### src/hdl/urx_pkg.sv
`timescale 1ns / 1ps
`default_nettype none
// ----------------------------------------------------------------------------
// urx_pkg
// Shared types and constants of the serial receiver with receive buffer.
// ----------------------------------------------------------------------------
package urx_pkg;

  // Receive buffer geometry
  localparam int RX_DEPTH  = 64;
  localparam int PTR_W     = $clog2(RX_DEPTH);
  localparam int HELD_W    = 6;

  // Field widths
  localparam int TIME_W    = 16;
  localparam int BYTE_W    = 8;
  localparam int CFG_IDX_W = 2;
  localparam int CFG_W     = 16;

  localparam logic [TIME_W-1:0] TIME_MAX = {TIME_W{1'b1}};

  // Item commands
  typedef enum logic [1:0] {
    CMD_TICK  = 2'd0,
    CMD_READ  = 2'd1,
    CMD_PEEK  = 2'd2,
    CMD_FLUSH = 2'd3
  } cmd_t;

  // Configuration register indexes
  typedef enum logic [CFG_IDX_W-1:0] {
    REG_BIT_PERIOD   = 2'd0,
    REG_FIRST_SAMPLE = 2'd1,
    REG_LAST_SAMPLE  = 2'd2,
    REG_RX_ENABLE    = 2'd3
  } cfg_reg_t;

  // Result word waiting for buffer read data
  typedef struct packed {
    logic              data_valid;
    logic [HELD_W-1:0] bytes_held;
    logic              overflow;
    logic              receiving;
    logic              byte_stored;
  } result_t;

endpackage : urx_pkg
`default_nettype wire

### src/hdl/urx_ram.sv
`timescale 1ns / 1ps
`default_nettype none
// ----------------------------------------------------------------------------
// urx_ram
// Generic simple dual-port RAM, one write port, one registered read port.
// ----------------------------------------------------------------------------
module urx_ram #(
  parameter int WIDTH = 8,
  parameter int DEPTH = 64
) (
  input  wire logic                     clk,
  input  wire logic                     we,
  input  wire logic [$clog2(DEPTH)-1:0] waddr,
  input  wire logic [WIDTH-1:0]         wdata,
  input  wire logic                     re,
  input  wire logic [$clog2(DEPTH)-1:0] raddr,
  output      logic [WIDTH-1:0]         rdata
);

  logic [WIDTH-1:0] mem [DEPTH];

  // Write, then registered read
  always_ff @(posedge clk) begin
    if (we) begin
      mem[waddr] <= wdata;
    end
    if (re) begin
      rdata <= mem[raddr];
    end
  end

endmodule : urx_ram
`default_nettype wire

### src/hdl/uart_receiver_with_rx_fifo.sv
`timescale 1ns / 1ps
`default_nettype none
// ----------------------------------------------------------------------------
// uart_receiver_with_rx_fifo
// 8N1 serial receiver fed by line samples, with a ring buffer of bytes.
// ----------------------------------------------------------------------------
// The block takes one word per clock: a tick with a line sample, a read, a
// peek or a flush, and returns one result word for each. The clock edge that
// accepts a word loads the registered read of the buffer RAM and the result
// stage; the result then moves into the output register and is valid on the
// output from there. The RAM has one write port (received bytes at the tail)
// and one read port (the head), so a tick and a read never compete and the
// rate stays one word per clock. When the output is held, up to two result
// words wait and then the input is held too. The buffer holds up to 63
// bytes; a byte completed on a full buffer is dropped and sets a sticky
// overflow flag. Configuration writes are taken any time and should be
// made while the block is idle.
// ----------------------------------------------------------------------------
module uart_receiver_with_rx_fifo (
  input  wire logic                            clk,
  input  wire logic                            rst,
  // Input words
  input  wire logic                            s_tvalid,
  output      logic                            s_tready,
  input  wire logic [7:0]                      s_tdata,  // [0] line_level
  input  wire logic [1:0]                      s_tuser,  // [1:0] command
  // Result words
  output      logic                            m_tvalid,
  input  wire logic                            m_tready,
  // [7:0] data, [13:8] bytes_held, [14] overflow, [15] receiving,
  // [16] byte_stored
  output      logic [23:0]                     m_tdata,
  output      logic                            m_tuser,  // [0] data_valid
  // Configuration
  input  wire logic                            cfg_we,
  input  wire logic [urx_pkg::CFG_IDX_W-1:0]   cfg_index,
  input  wire logic [urx_pkg::CFG_W-1:0]       cfg_data
);

  import urx_pkg::*;

  // Configuration registers
  logic [TIME_W-1:0] bit_period;
  logic [TIME_W-1:0] first_sample_delay;
  logic [TIME_W-1:0] last_sample_delay;
  logic              rx_enable;

  always_ff @(posedge clk) begin
    if (rst) begin
      bit_period         <= TIME_W'(16);
      first_sample_delay <= TIME_W'(24);
      last_sample_delay  <= TIME_W'(136);
      rx_enable          <= 1'b1;
    end else if (cfg_we) begin
      case (cfg_reg_t'(cfg_index))
        REG_BIT_PERIOD:   bit_period         <= cfg_data;
        REG_FIRST_SAMPLE: first_sample_delay <= cfg_data;
        REG_LAST_SAMPLE:  last_sample_delay  <= cfg_data;
        REG_RX_ENABLE:    rx_enable          <= cfg_data[0];
        default:          ;
      endcase
    end
  end

  // Receiver and buffer control state
  logic              previous_line, previous_line_next;
  logic              busy, busy_next;
  logic [TIME_W-1:0] ticks, ticks_next;
  logic [TIME_W-1:0] sample_time, sample_time_next;
  logic [BYTE_W-1:0] shift_byte, shift_byte_next;
  logic [PTR_W-1:0]  head, head_next;
  logic [PTR_W-1:0]  tail, tail_next;
  logic              overflow_flag, overflow_flag_next;

  // Pipeline: stage 1 waits on RAM read data, then the output register
  logic    s1_valid;
  result_t s1_res;
  logic    out_valid;
  logic    advance;
  logic    accept;

  cmd_t              cmd;
  logic              line;
  logic [TIME_W-1:0] ticks_inc;
  logic [TIME_W-1:0] step;
  logic [TIME_W:0]   sum;
  logic              hit;
  logic              finish;
  logic              full;
  logic              push;
  logic              rd_en;
  logic              data_valid;
  logic [BYTE_W-1:0] rd_data;

  assign advance  = !out_valid || m_tready;
  assign s_tready = !s1_valid || advance;
  assign accept   = s_tvalid && s_tready;
  assign cmd      = cmd_t'(s_tuser);
  assign line     = s_tdata[0];

  // Sample timing arithmetic
  assign ticks_inc = (ticks == TIME_MAX) ? ticks : ticks + TIME_W'(1);
  assign step      = (bit_period == '0) ? TIME_W'(1) : bit_period;
  assign sum       = {1'b0, sample_time} + {1'b0, step};
  assign hit       = (ticks_inc > sample_time) ||
                     (ticks_inc == TIME_MAX && sample_time == TIME_MAX);
  assign full      = (tail + PTR_W'(1)) == head;

  // Next state of the receiver and the buffer pointers
  always_comb begin
    previous_line_next = previous_line;
    busy_next          = busy;
    ticks_next         = ticks;
    sample_time_next   = sample_time;
    shift_byte_next    = shift_byte;
    head_next          = head;
    tail_next          = tail;
    overflow_flag_next = overflow_flag;
    finish             = 1'b0;
    push               = 1'b0;
    rd_en              = 1'b0;
    data_valid         = 1'b0;
    case (cmd)
      CMD_TICK: begin
        if (busy) begin
          ticks_next = ticks_inc;
          if (hit) begin
            shift_byte_next = {line, shift_byte[BYTE_W-1:1]};
            if (sum[TIME_W]) begin
              finish           = 1'b1;
              sample_time_next = TIME_MAX;
            end else begin
              sample_time_next = sum[TIME_W-1:0];
              finish           = sum[TIME_W-1:0] > last_sample_delay;
            end
          end
        end else if (rx_enable && previous_line && !line) begin
          busy_next        = 1'b1;
          ticks_next       = '0;
          sample_time_next = first_sample_delay;
          shift_byte_next  = '0;
          finish           = first_sample_delay > last_sample_delay;
        end
        if (finish) begin
          busy_next = 1'b0;
          if (full) begin
            overflow_flag_next = 1'b1;
          end else begin
            push      = 1'b1;
            tail_next = tail + PTR_W'(1);
          end
        end
        previous_line_next = line;
      end
      CMD_READ, CMD_PEEK: begin
        if (head != tail) begin
          rd_en      = 1'b1;
          data_valid = 1'b1;
          if (cmd == CMD_READ) begin
            head_next = head + PTR_W'(1);
          end
        end
      end
      CMD_FLUSH: begin
        tail_next = head;
      end
      default: ;
    endcase
  end

  // Update state on each accepted word
  always_ff @(posedge clk) begin
    if (rst) begin
      previous_line <= 1'b1;
      busy          <= 1'b0;
      ticks         <= '0;
      sample_time   <= '0;
      shift_byte    <= '0;
      head          <= '0;
      tail          <= '0;
      overflow_flag <= 1'b0;
    end else if (accept) begin
      previous_line <= previous_line_next;
      busy          <= busy_next;
      ticks         <= ticks_next;
      sample_time   <= sample_time_next;
      shift_byte    <= shift_byte_next;
      head          <= head_next;
      tail          <= tail_next;
      overflow_flag <= overflow_flag_next;
    end
  end

  // Byte buffer: push at tail, read at head
  urx_ram #(
    .WIDTH (BYTE_W),
    .DEPTH (RX_DEPTH)
  ) u_buf (
    .clk   (clk),
    .we    (accept && push),
    .waddr (tail),
    .wdata (shift_byte_next),
    .re    (accept && rd_en),
    .raddr (head),
    .rdata (rd_data)
  );

  // Stage 1: hold result while the RAM read completes
  always_ff @(posedge clk) begin
    if (rst) begin
      s1_valid <= 1'b0;
    end else if (s_tready) begin
      s1_valid <= s_tvalid;
    end
  end

  always_ff @(posedge clk) begin
    if (accept) begin
      s1_res.data_valid  <= data_valid;
      s1_res.bytes_held  <= HELD_W'(tail_next - head_next);
      s1_res.overflow    <= overflow_flag_next;
      s1_res.receiving   <= busy_next;
      s1_res.byte_stored <= push;
    end
  end

  // Output register
  always_ff @(posedge clk) begin
    if (rst) begin
      out_valid <= 1'b0;
    end else if (advance) begin
      out_valid <= s1_valid;
    end
  end

  always_ff @(posedge clk) begin
    if (advance && s1_valid) begin
      m_tdata <= {7'd0, s1_res.byte_stored, s1_res.receiving, s1_res.overflow,
                  s1_res.bytes_held, s1_res.data_valid ? rd_data : 8'd0};
      m_tuser <= s1_res.data_valid;
    end
  end

  assign m_tvalid = out_valid;

  // Checks
  a_overflow_sticky: assert property (@(posedge clk) disable iff (rst)
    overflow_flag |=> overflow_flag)
    else $error("overflow flag cleared");

  a_push_not_full: assert property (@(posedge clk) disable iff (rst)
    (accept && push) |-> !full)
    else $error("byte pushed into a full buffer");

  a_push_count: assert property (@(posedge clk) disable iff (rst)
    (accept && push) |=> (tail - head) == $past(tail - head) + PTR_W'(1))
    else $error("buffer count did not grow on push");

  a_s1_hold: assert property (@(posedge clk) disable iff (rst)
    (s1_valid && !advance) |=>
      (s1_valid && $stable(s1_res) && (!s1_res.data_valid || $stable(rd_data))))
    else $error("stalled result or read data changed");

endmodule : uart_receiver_with_rx_fifo
`default_nettype wire
### config.mk
export PLATFORM = sky130hd
export DESIGN_NAME = uart_receiver_with_rx_fifo
export DESIGN_NICKNAME = d
export VERILOG_FILES = /design/src/hdl/urx_pkg.sv /design/src/hdl/urx_ram.sv /design/src/hdl/uart_receiver_with_rx_fifo.sv
export SDC_FILE = /design/constraint.sdc
export NUM_CORES = 1
export LEC_CHECK = 0
export CAP_MARGIN = 20
export CORE_MARGIN = 4
export CORE_UTILIZATION = 60
export CTS_BUF_LIST = sky130_fd_sc_hd__clkbuf_4 sky130_fd_sc_hd__clkbuf_8
export DETAILED_ROUTE_END_ITERATION = 10
export DONT_BUFFER_PORTS = 1
export PLACE_DENSITY_LB_ADDON = 0.3
export SYNTH_ARGS = -nofsm -noshare
export SYNTH_HDL_FRONTEND = slang
export SYNTH_SLANG_ARGS = --single-unit
export TNS_END_PERCENT = 20
### constraint.sdc
create_clock -name clk -period 14.85 [get_ports clk]
set_clock_uncertainty 0.15 [all_clocks]
set_input_delay 1.485 -clock clk [delete_from_list [all_inputs] [get_ports clk]]
set_output_delay 1.485 -clock clk [all_outputs]
set_load 0.01 [all_outputs]
### Yosys cells after proc, flatten, opt, wreduce, memory -nomap -nowiden

Memories as Yosys holds them, arrays and structs flattened. A register that Yosys moved wholly into a read port is not among the register bits.
Cells that the tools add are included.

* $add $sub $neg: 5
* $lt $le $gt $ge: 3
* eq/ne operators: 12
* mux-type cells: 37
* reductions and logical operators: 25

Operator list (number)
* $mux W16: 8
* $eq A16 B16 Y1 const B: 3
* $gt A16 B16 Y1: 3
* $mux W8: 4
* $mux W6: 5
* $mux W1: 19
* $add A16 B16 Y17: 1
* $add A16 B1 Y16 const B: 1
* $logic_not A16 Y1: 1
* $add A6 B1 Y6 const B: 2
* $pmux W6 S2: 1
* $reduce_and A2 Y1: 5
* $eq A2 B2 Y1 const B: 4
* $logic_and A1 B1 Y1: 7
* $eq A6 B6 Y1: 1
* $ne A6 B6 Y1: 1
* $sub A6 B6 Y6: 1
* $eq A2 B1 Y1 const B: 2
* $logic_not A2 Y1: 2
* $reduce_and A4 Y1: 1
* $logic_not A1 Y1: 3
* $logic_or A1 B1 Y1: 3
* $reduce_and A3 Y1: 1
* $ne A2 B1 Y1 const B: 1
* 2 further kinds: 2

* register bits: 134
* memory bits (writable): 512
* output and inout bits: 27
* word-level logic and storage cells: 105
* memories kept: 1

Memory list
* u_buf.mem: words 64, bits a word 8, rd ports 1, clocked after Yosys merged registers in 1, wr ports 1, RTL line urx_ram.sv:20 `logic [WIDTH-1:0] mem [DEPTH];`

### Longest topological paths before layout

* word-level depth: 13
* mapped depth: 33
* depth with buffers taken out: 32

### Cells and area by module

From an unflattened synthesis, not the netlist that was laid out.

* cells, all modules: 1938
* area, all modules: 28472.3 um2

Modules (own cells, without submodules)
* urx_ram: instances 1, cells an instance 940, area each 20246.9 um2, seq. area each 15615.0 um2
* uart_receiver_with_rx_fifo: instances 1, cells an instance 998, area each 8225.4 um2, seq. area each 2962.8 um2

### Worst setup path after synthesis

No wires, ideal clock.

* path kind: reg2reg
* from: register ticks[1]
* to: memory u_buf.mem[0][2] (data pin)
* setup time: 0.701 ns
* arrival: 5.623 ns
* data required time: 13.999 ns
* setup slack: 8.376 ns
* cell stages (with the launch flop): 14
* path buffers: 1
* cells stage by stage: dfxtp_1 -> ha_1 -> nand3_1 -> nor4_1 -> mux2_2 -> ha_1 -> nand4_1 -> or3_1 -> o22a_1 -> nand2_1 -> clkbuf_1 -> and2_1 -> a22oi_1 -> o21ai_0

* longest elaborated chain between the ends: 8
* elaborated cells on any way between the ends: 10
* classes of those cells: add/sub: 1; order compare: 1; eq/ne: 2; mux: 4; reduce/logical: 2

RTL lines
* start, declared: RTL line uart_receiver_with_rx_fifo.sv:68 `logic [TIME_W-1:0] ticks, ticks_next;`
* start signal, assigned: RTL line uart_receiver_with_rx_fifo.sv:185 `ticks <= ticks_next;`
* $add A16 B1 Y16 or $eq A16 B16 Y1 (tied branches): RTL line uart_receiver_with_rx_fifo.sv:102 `assign ticks_inc = (ticks == TIME_MAX) ? ticks : ticks + TIME_W'(1);`
* $mux W16 *: RTL line uart_receiver_with_rx_fifo.sv:102
* branches (longest 2 deep; another with $gt A16 B16 Y1)
* $logic_or A1 B1 Y1 *: RTL line uart_receiver_with_rx_fifo.sv:105 `assign hit = (ticks_inc > sample_time) ||`
* $mux W8 *: RTL line uart_receiver_with_rx_fifo.sv:127 `if (hit) begin`
* $mux W8 *: RTL line uart_receiver_with_rx_fifo.sv:125 `if (busy) begin`
* $mux W8 *: RTL line uart_receiver_with_rx_fifo.sv:123 `case (cmd)`
* via shift_byte_next[2]: RTL line uart_receiver_with_rx_fifo.sv:70 `logic [BYTE_W-1:0] shift_byte, shift_byte_next;`
* end, declared: RTL line urx_ram.sv:20

Mark *: on every way through the listed nets, which the timed path passes.

### Worst setup path in the final report

* from: register bit_period[7]
* to: register s1_res[8] (netlist name) (data pin)

* longest elaborated chain between the ends: 11

RTL lines
* start, declared: RTL line uart_receiver_with_rx_fifo.sv:43 `logic [TIME_W-1:0] bit_period;`
* start signal, assigned: RTL line uart_receiver_with_rx_fifo.sv:56 `REG_BIT_PERIOD: bit_period <= cfg_data;`
* $logic_not A16 Y1: RTL line uart_receiver_with_rx_fifo.sv:103 `assign step = (bit_period == '0) ? TIME_W'(1) : bit_period;`
* $mux W16 *: RTL line uart_receiver_with_rx_fifo.sv:103
* $add A16 B16 Y17 *: RTL line uart_receiver_with_rx_fifo.sv:104 `assign sum = {1'b0, sample_time} + {1'b0, step};`
* $gt A16 B16 Y1: RTL line uart_receiver_with_rx_fifo.sv:134 `finish = sum[TIME_W-1:0] > last_sample_delay;`
* $mux W1 *: RTL line uart_receiver_with_rx_fifo.sv:129 `if (sum[TIME_W]) begin`
* $mux W1 *: RTL line uart_receiver_with_rx_fifo.sv:127
* $mux W1 *: RTL line uart_receiver_with_rx_fifo.sv:125
* $mux W1 *: RTL line uart_receiver_with_rx_fifo.sv:123
* $mux W6 *: RTL line uart_receiver_with_rx_fifo.sv:144 `if (finish) begin`
* $pmux W6 S2 *: RTL line uart_receiver_with_rx_fifo.sv:123
* via tail_next[2]: RTL line uart_receiver_with_rx_fifo.sv:72 `logic [PTR_W-1:0] tail, tail_next;`
* $sub A6 B6 Y6 *: RTL line uart_receiver_with_rx_fifo.sv:220 `s1_res.bytes_held <= HELD_W'(tail_next - head_next);`
* end, declared: RTL line uart_receiver_with_rx_fifo.sv:77 `result_t s1_res;`

The timed path passes the listed nets; every way through them passes the cells marked *. The select of a mux whose other input is x is not followed.
A chain may end at the register's enable or synchronous reset.

==> results.md <==
* Area Overhead vs Synth at 8.23%
* Root buf cell: clkbuf_8
* FFs w/ async S/R, synth at 0
* Clk Latency, worst-skew pair at 700 ps
* CP most frequent cell: o21ai_0
* Status: finished, final reports clean
* Hold Slack at 266 ps
* Post-synth top area cell: edfxtp_1
* Number of setup violations in the final report at 0
* Post-Synth Simple-Gate Area at 0.0815
* Hold buffers post-CTS at 0
* Largest family of logic cells by synthesized area: multiplexers
* Die W at 227 um
* Combinational share of power at 0.044
* Slew headroom at 0.313
* Worst hold path class: reg2reg
* Core ar. at 47600 um2
* Max incr delay on CP at 530 ps
* Vias in the first global route at 17497
* CTS clk-pin slew, worst paths at 70 ps
* Most numerous cell in the Yosys netlist: edfxtp_1
* CTS tree: built
* Max Fclk at 130 MHz
* DIE HEIGHT at 227 um
* Final nets at 2198
* Final global-route overflow total at 0
* Hpwl dp at 40.3 mm
* # fillers at 3333
* First-pass GRT wire length at 99.4 mm
* GR Util All Layers at 0.252
* Power consumption at 3.64 mW
* Xor/xnor share of the synthesized area at 0.0114
* Die area at 51600 um2
* 1st-pass router iterations at 6
* WL final at 64.4 mm
* Main flop type after synthesis: edfxtp_1
* P_int at 2.85 mW
* Synth top area share at 0.571
* Drt drc at 0
* Hold violation count in the final report at 0
* Post-Syn Area per Cell at 13.7 um2
* Number of synthesized flops with an enable pin at 548
* Ys Warns at 0
* Tmin final at 7720 ps
* Yosys reg bits at 654
* Starting density of the core at 0.605
* Initial antenna violation count at 0
* Critical Path AT at 8000 ps
* Net Sw Power at 0.793 mW
* Setup crit end kind: flip-flop
* TNS Setup at 0 ps
* Switch share at 0.218
* Post-Syn Instances at 2106
* Tightest Pin Transition at 1030 ps
* Final period utilization at 0.520
* Startpoint Class: flip-flop
* Num CTS Buffers at 100
* Lkg Pwr at 9.97 nW
* Row count at 80
* Final Max Slew Viols at 0
* Max Root-Sink Buffers at 3
* Compound-Gate Fraction of Synth Area at 0.0946
* Clock group share of total power at 0.403
* Drt wl/cell at 23.2 um
* Critical path type: reg2reg
* Synth cell count leaders: 548 x edfxtp_1, 195 x nand2_1, 167 x a21oi_1
* Mapped cell area at 28800 um2
* Post_cts resized at 0
* RSZ-0062 raised after global routing: no
* Detailed-route vias per instance at 6.31
* Largest net degree at the start of global routing at 114
* Sequential-to-total area share from yosys stat at 0.645
* Antenna cell count at 0
* Port Buffers at 0
* Sequential share of power at 0.553
* Number of top-level pins at 60
* Clock sinks at 654
* Worst vdd ir at 0.000109 V
* H-tree depth at 3
* GP Congestion at 0.907
* Post-layout util at 0.654
* ANT nets after route at 0
* Slowest cell on the critical path: o311ai_0
* Post-synth cell types at 80
* DR iter-0 viols at 2130
* Power Dens Cells at 117 nW/um2
* Fraction of layout cells with a size suffix above 1 at 0.152
* CP Max Fanout at 8
* Number of post-CTS setup repair buffers at 0
* Post-synthesis share of cell area spent on full adders, half adders and majority gates at 0.0340
* Mux cell area share after synthesis at 0.104
* Ranking of synthesized cells by area: edfxtp_1 57%, dfxtp_1 7.4%, mux4_2 5.6%, mux2i_1 3.5%, ha_1 3.3%
* Max-Cap Viols at 0
* Via count at 17548
* Worst path required time at 15140 ps
==> per-stage QoR <==
stage	setup WS, ps	instances	area [um2]
after detailed placement	7250	2601	29200
after CTS	7210	2782	31200
final	7130	2782	31200
after global routing	6590	2782	31200
after floorplan	8380	2112	28800
after global placement	7480	2601	29200
==> worst paths after layout <==
path | start | end | slack [ps] | cells past startpoint
min reg2reg | s1_res[4] | m_tdata[9] | 270 | 0
max reg2reg | bit_period[7] | s1_res[8] | 7130 | 28
max | bit_period[7] | s1_res[8] | 7130 | 28
min | s1_res[4] | m_tdata[9] | 270 | 0
==> power by group through the flow <==
stage / logic, mW / registers, mW / clock network [mW]
global route: 0.175 / 2.01 / 1.58
finish: 0.160 / 2.01 / 1.47
floorplan: 0.121 / 2.05 / 0
detailed placement: 0.159 / 2.05 / 0
global placement: 0.153 / 2.05 / 0
CTS: 0.159 / 2.01 / 1.49
==> per-layer routing <==
metal / part of all wire / wire, um / up-vias / GRT usage
met5: 0 / 0 / - / 0
met4: 0.032 / 2060 / 0 / 0.0935
met3: 0.073 / 4690 / 128 / 0.0475
met2: 0.48 / 31000 / 749 / 0.406
met1: 0.41 / 26700 / 8624 / 0.348
li1: - / - / 8047 / -
==> worst max-delay path, delay by kind of cell, from the launching register on <==
kind / cells / cell delay (ps)
AOI/OAI and AO/OA: 14 / 3690
xor gates and xnor gates: 2 / 450
and+or+nand+nor: 8 / 1380
adders and majority gates: 4 / 1370
DFF: 1 / 410
==> cell families (layout without fill, tap and decap cells) <==
logic type | Yosys count | after routing
xor gates and xnor gates | 36 | 36
other | 1 | 7
adders and majority gates | 77 | 77
muxes | 206 | 206
and+or+nand+nor | 494 | 494
DFF | 654 | 654
AOI/OAI and AO/OA | 429 | 429
buffers and inverters | 209 | 264
==> registers in the layout (all words and copies together), names as in the netlist, 6 cells and up <==
| name | cells |
|---|---|
| u_buf.mem | 512 |
| m_tdata | 17 |
| bit_period | 16 |
| first_sample_delay | 16 |
| last_sample_delay | 16 |
| sample_time | 16 |
| ticks | 16 |
| s1_res | 10 |
| shift_byte | 8 |
| u_buf.rdata | 8 |
| head | 6 |
| tail | 6 |
==> final cells by class <==
class | count | area, um2 | area share
clock buffers | 140 | 1700 | 0.0546
clock inverters | 41 | 272 | 0.00871
inverters | 61 | 229 | 0.00734
multi-input cells | 1249 | 9450 | 0.303
flip-flops and latches | 654 | 18600 | 0.596
well taps | 615 | 769 | 0.0247
repair buffers | 22 | 178 | 0.00570
==> cells in the final DEF (no fill, tap or decap), types with 36 or more instances in the layout <==
cell type	instances
edfxtp_1	548
nand2_1	195
a21oi_1	167
nor2_1	120
clkbuf_8	104
dfxtp_1	103
mux2i_1	100
ha_1	75
mux4_2	72
inv_1	61
o21ai_0	54
o221ai_1	41
o22ai_1	39
clkbuf_4	36
No activity file was read; power rests on OpenSTA's default activity.
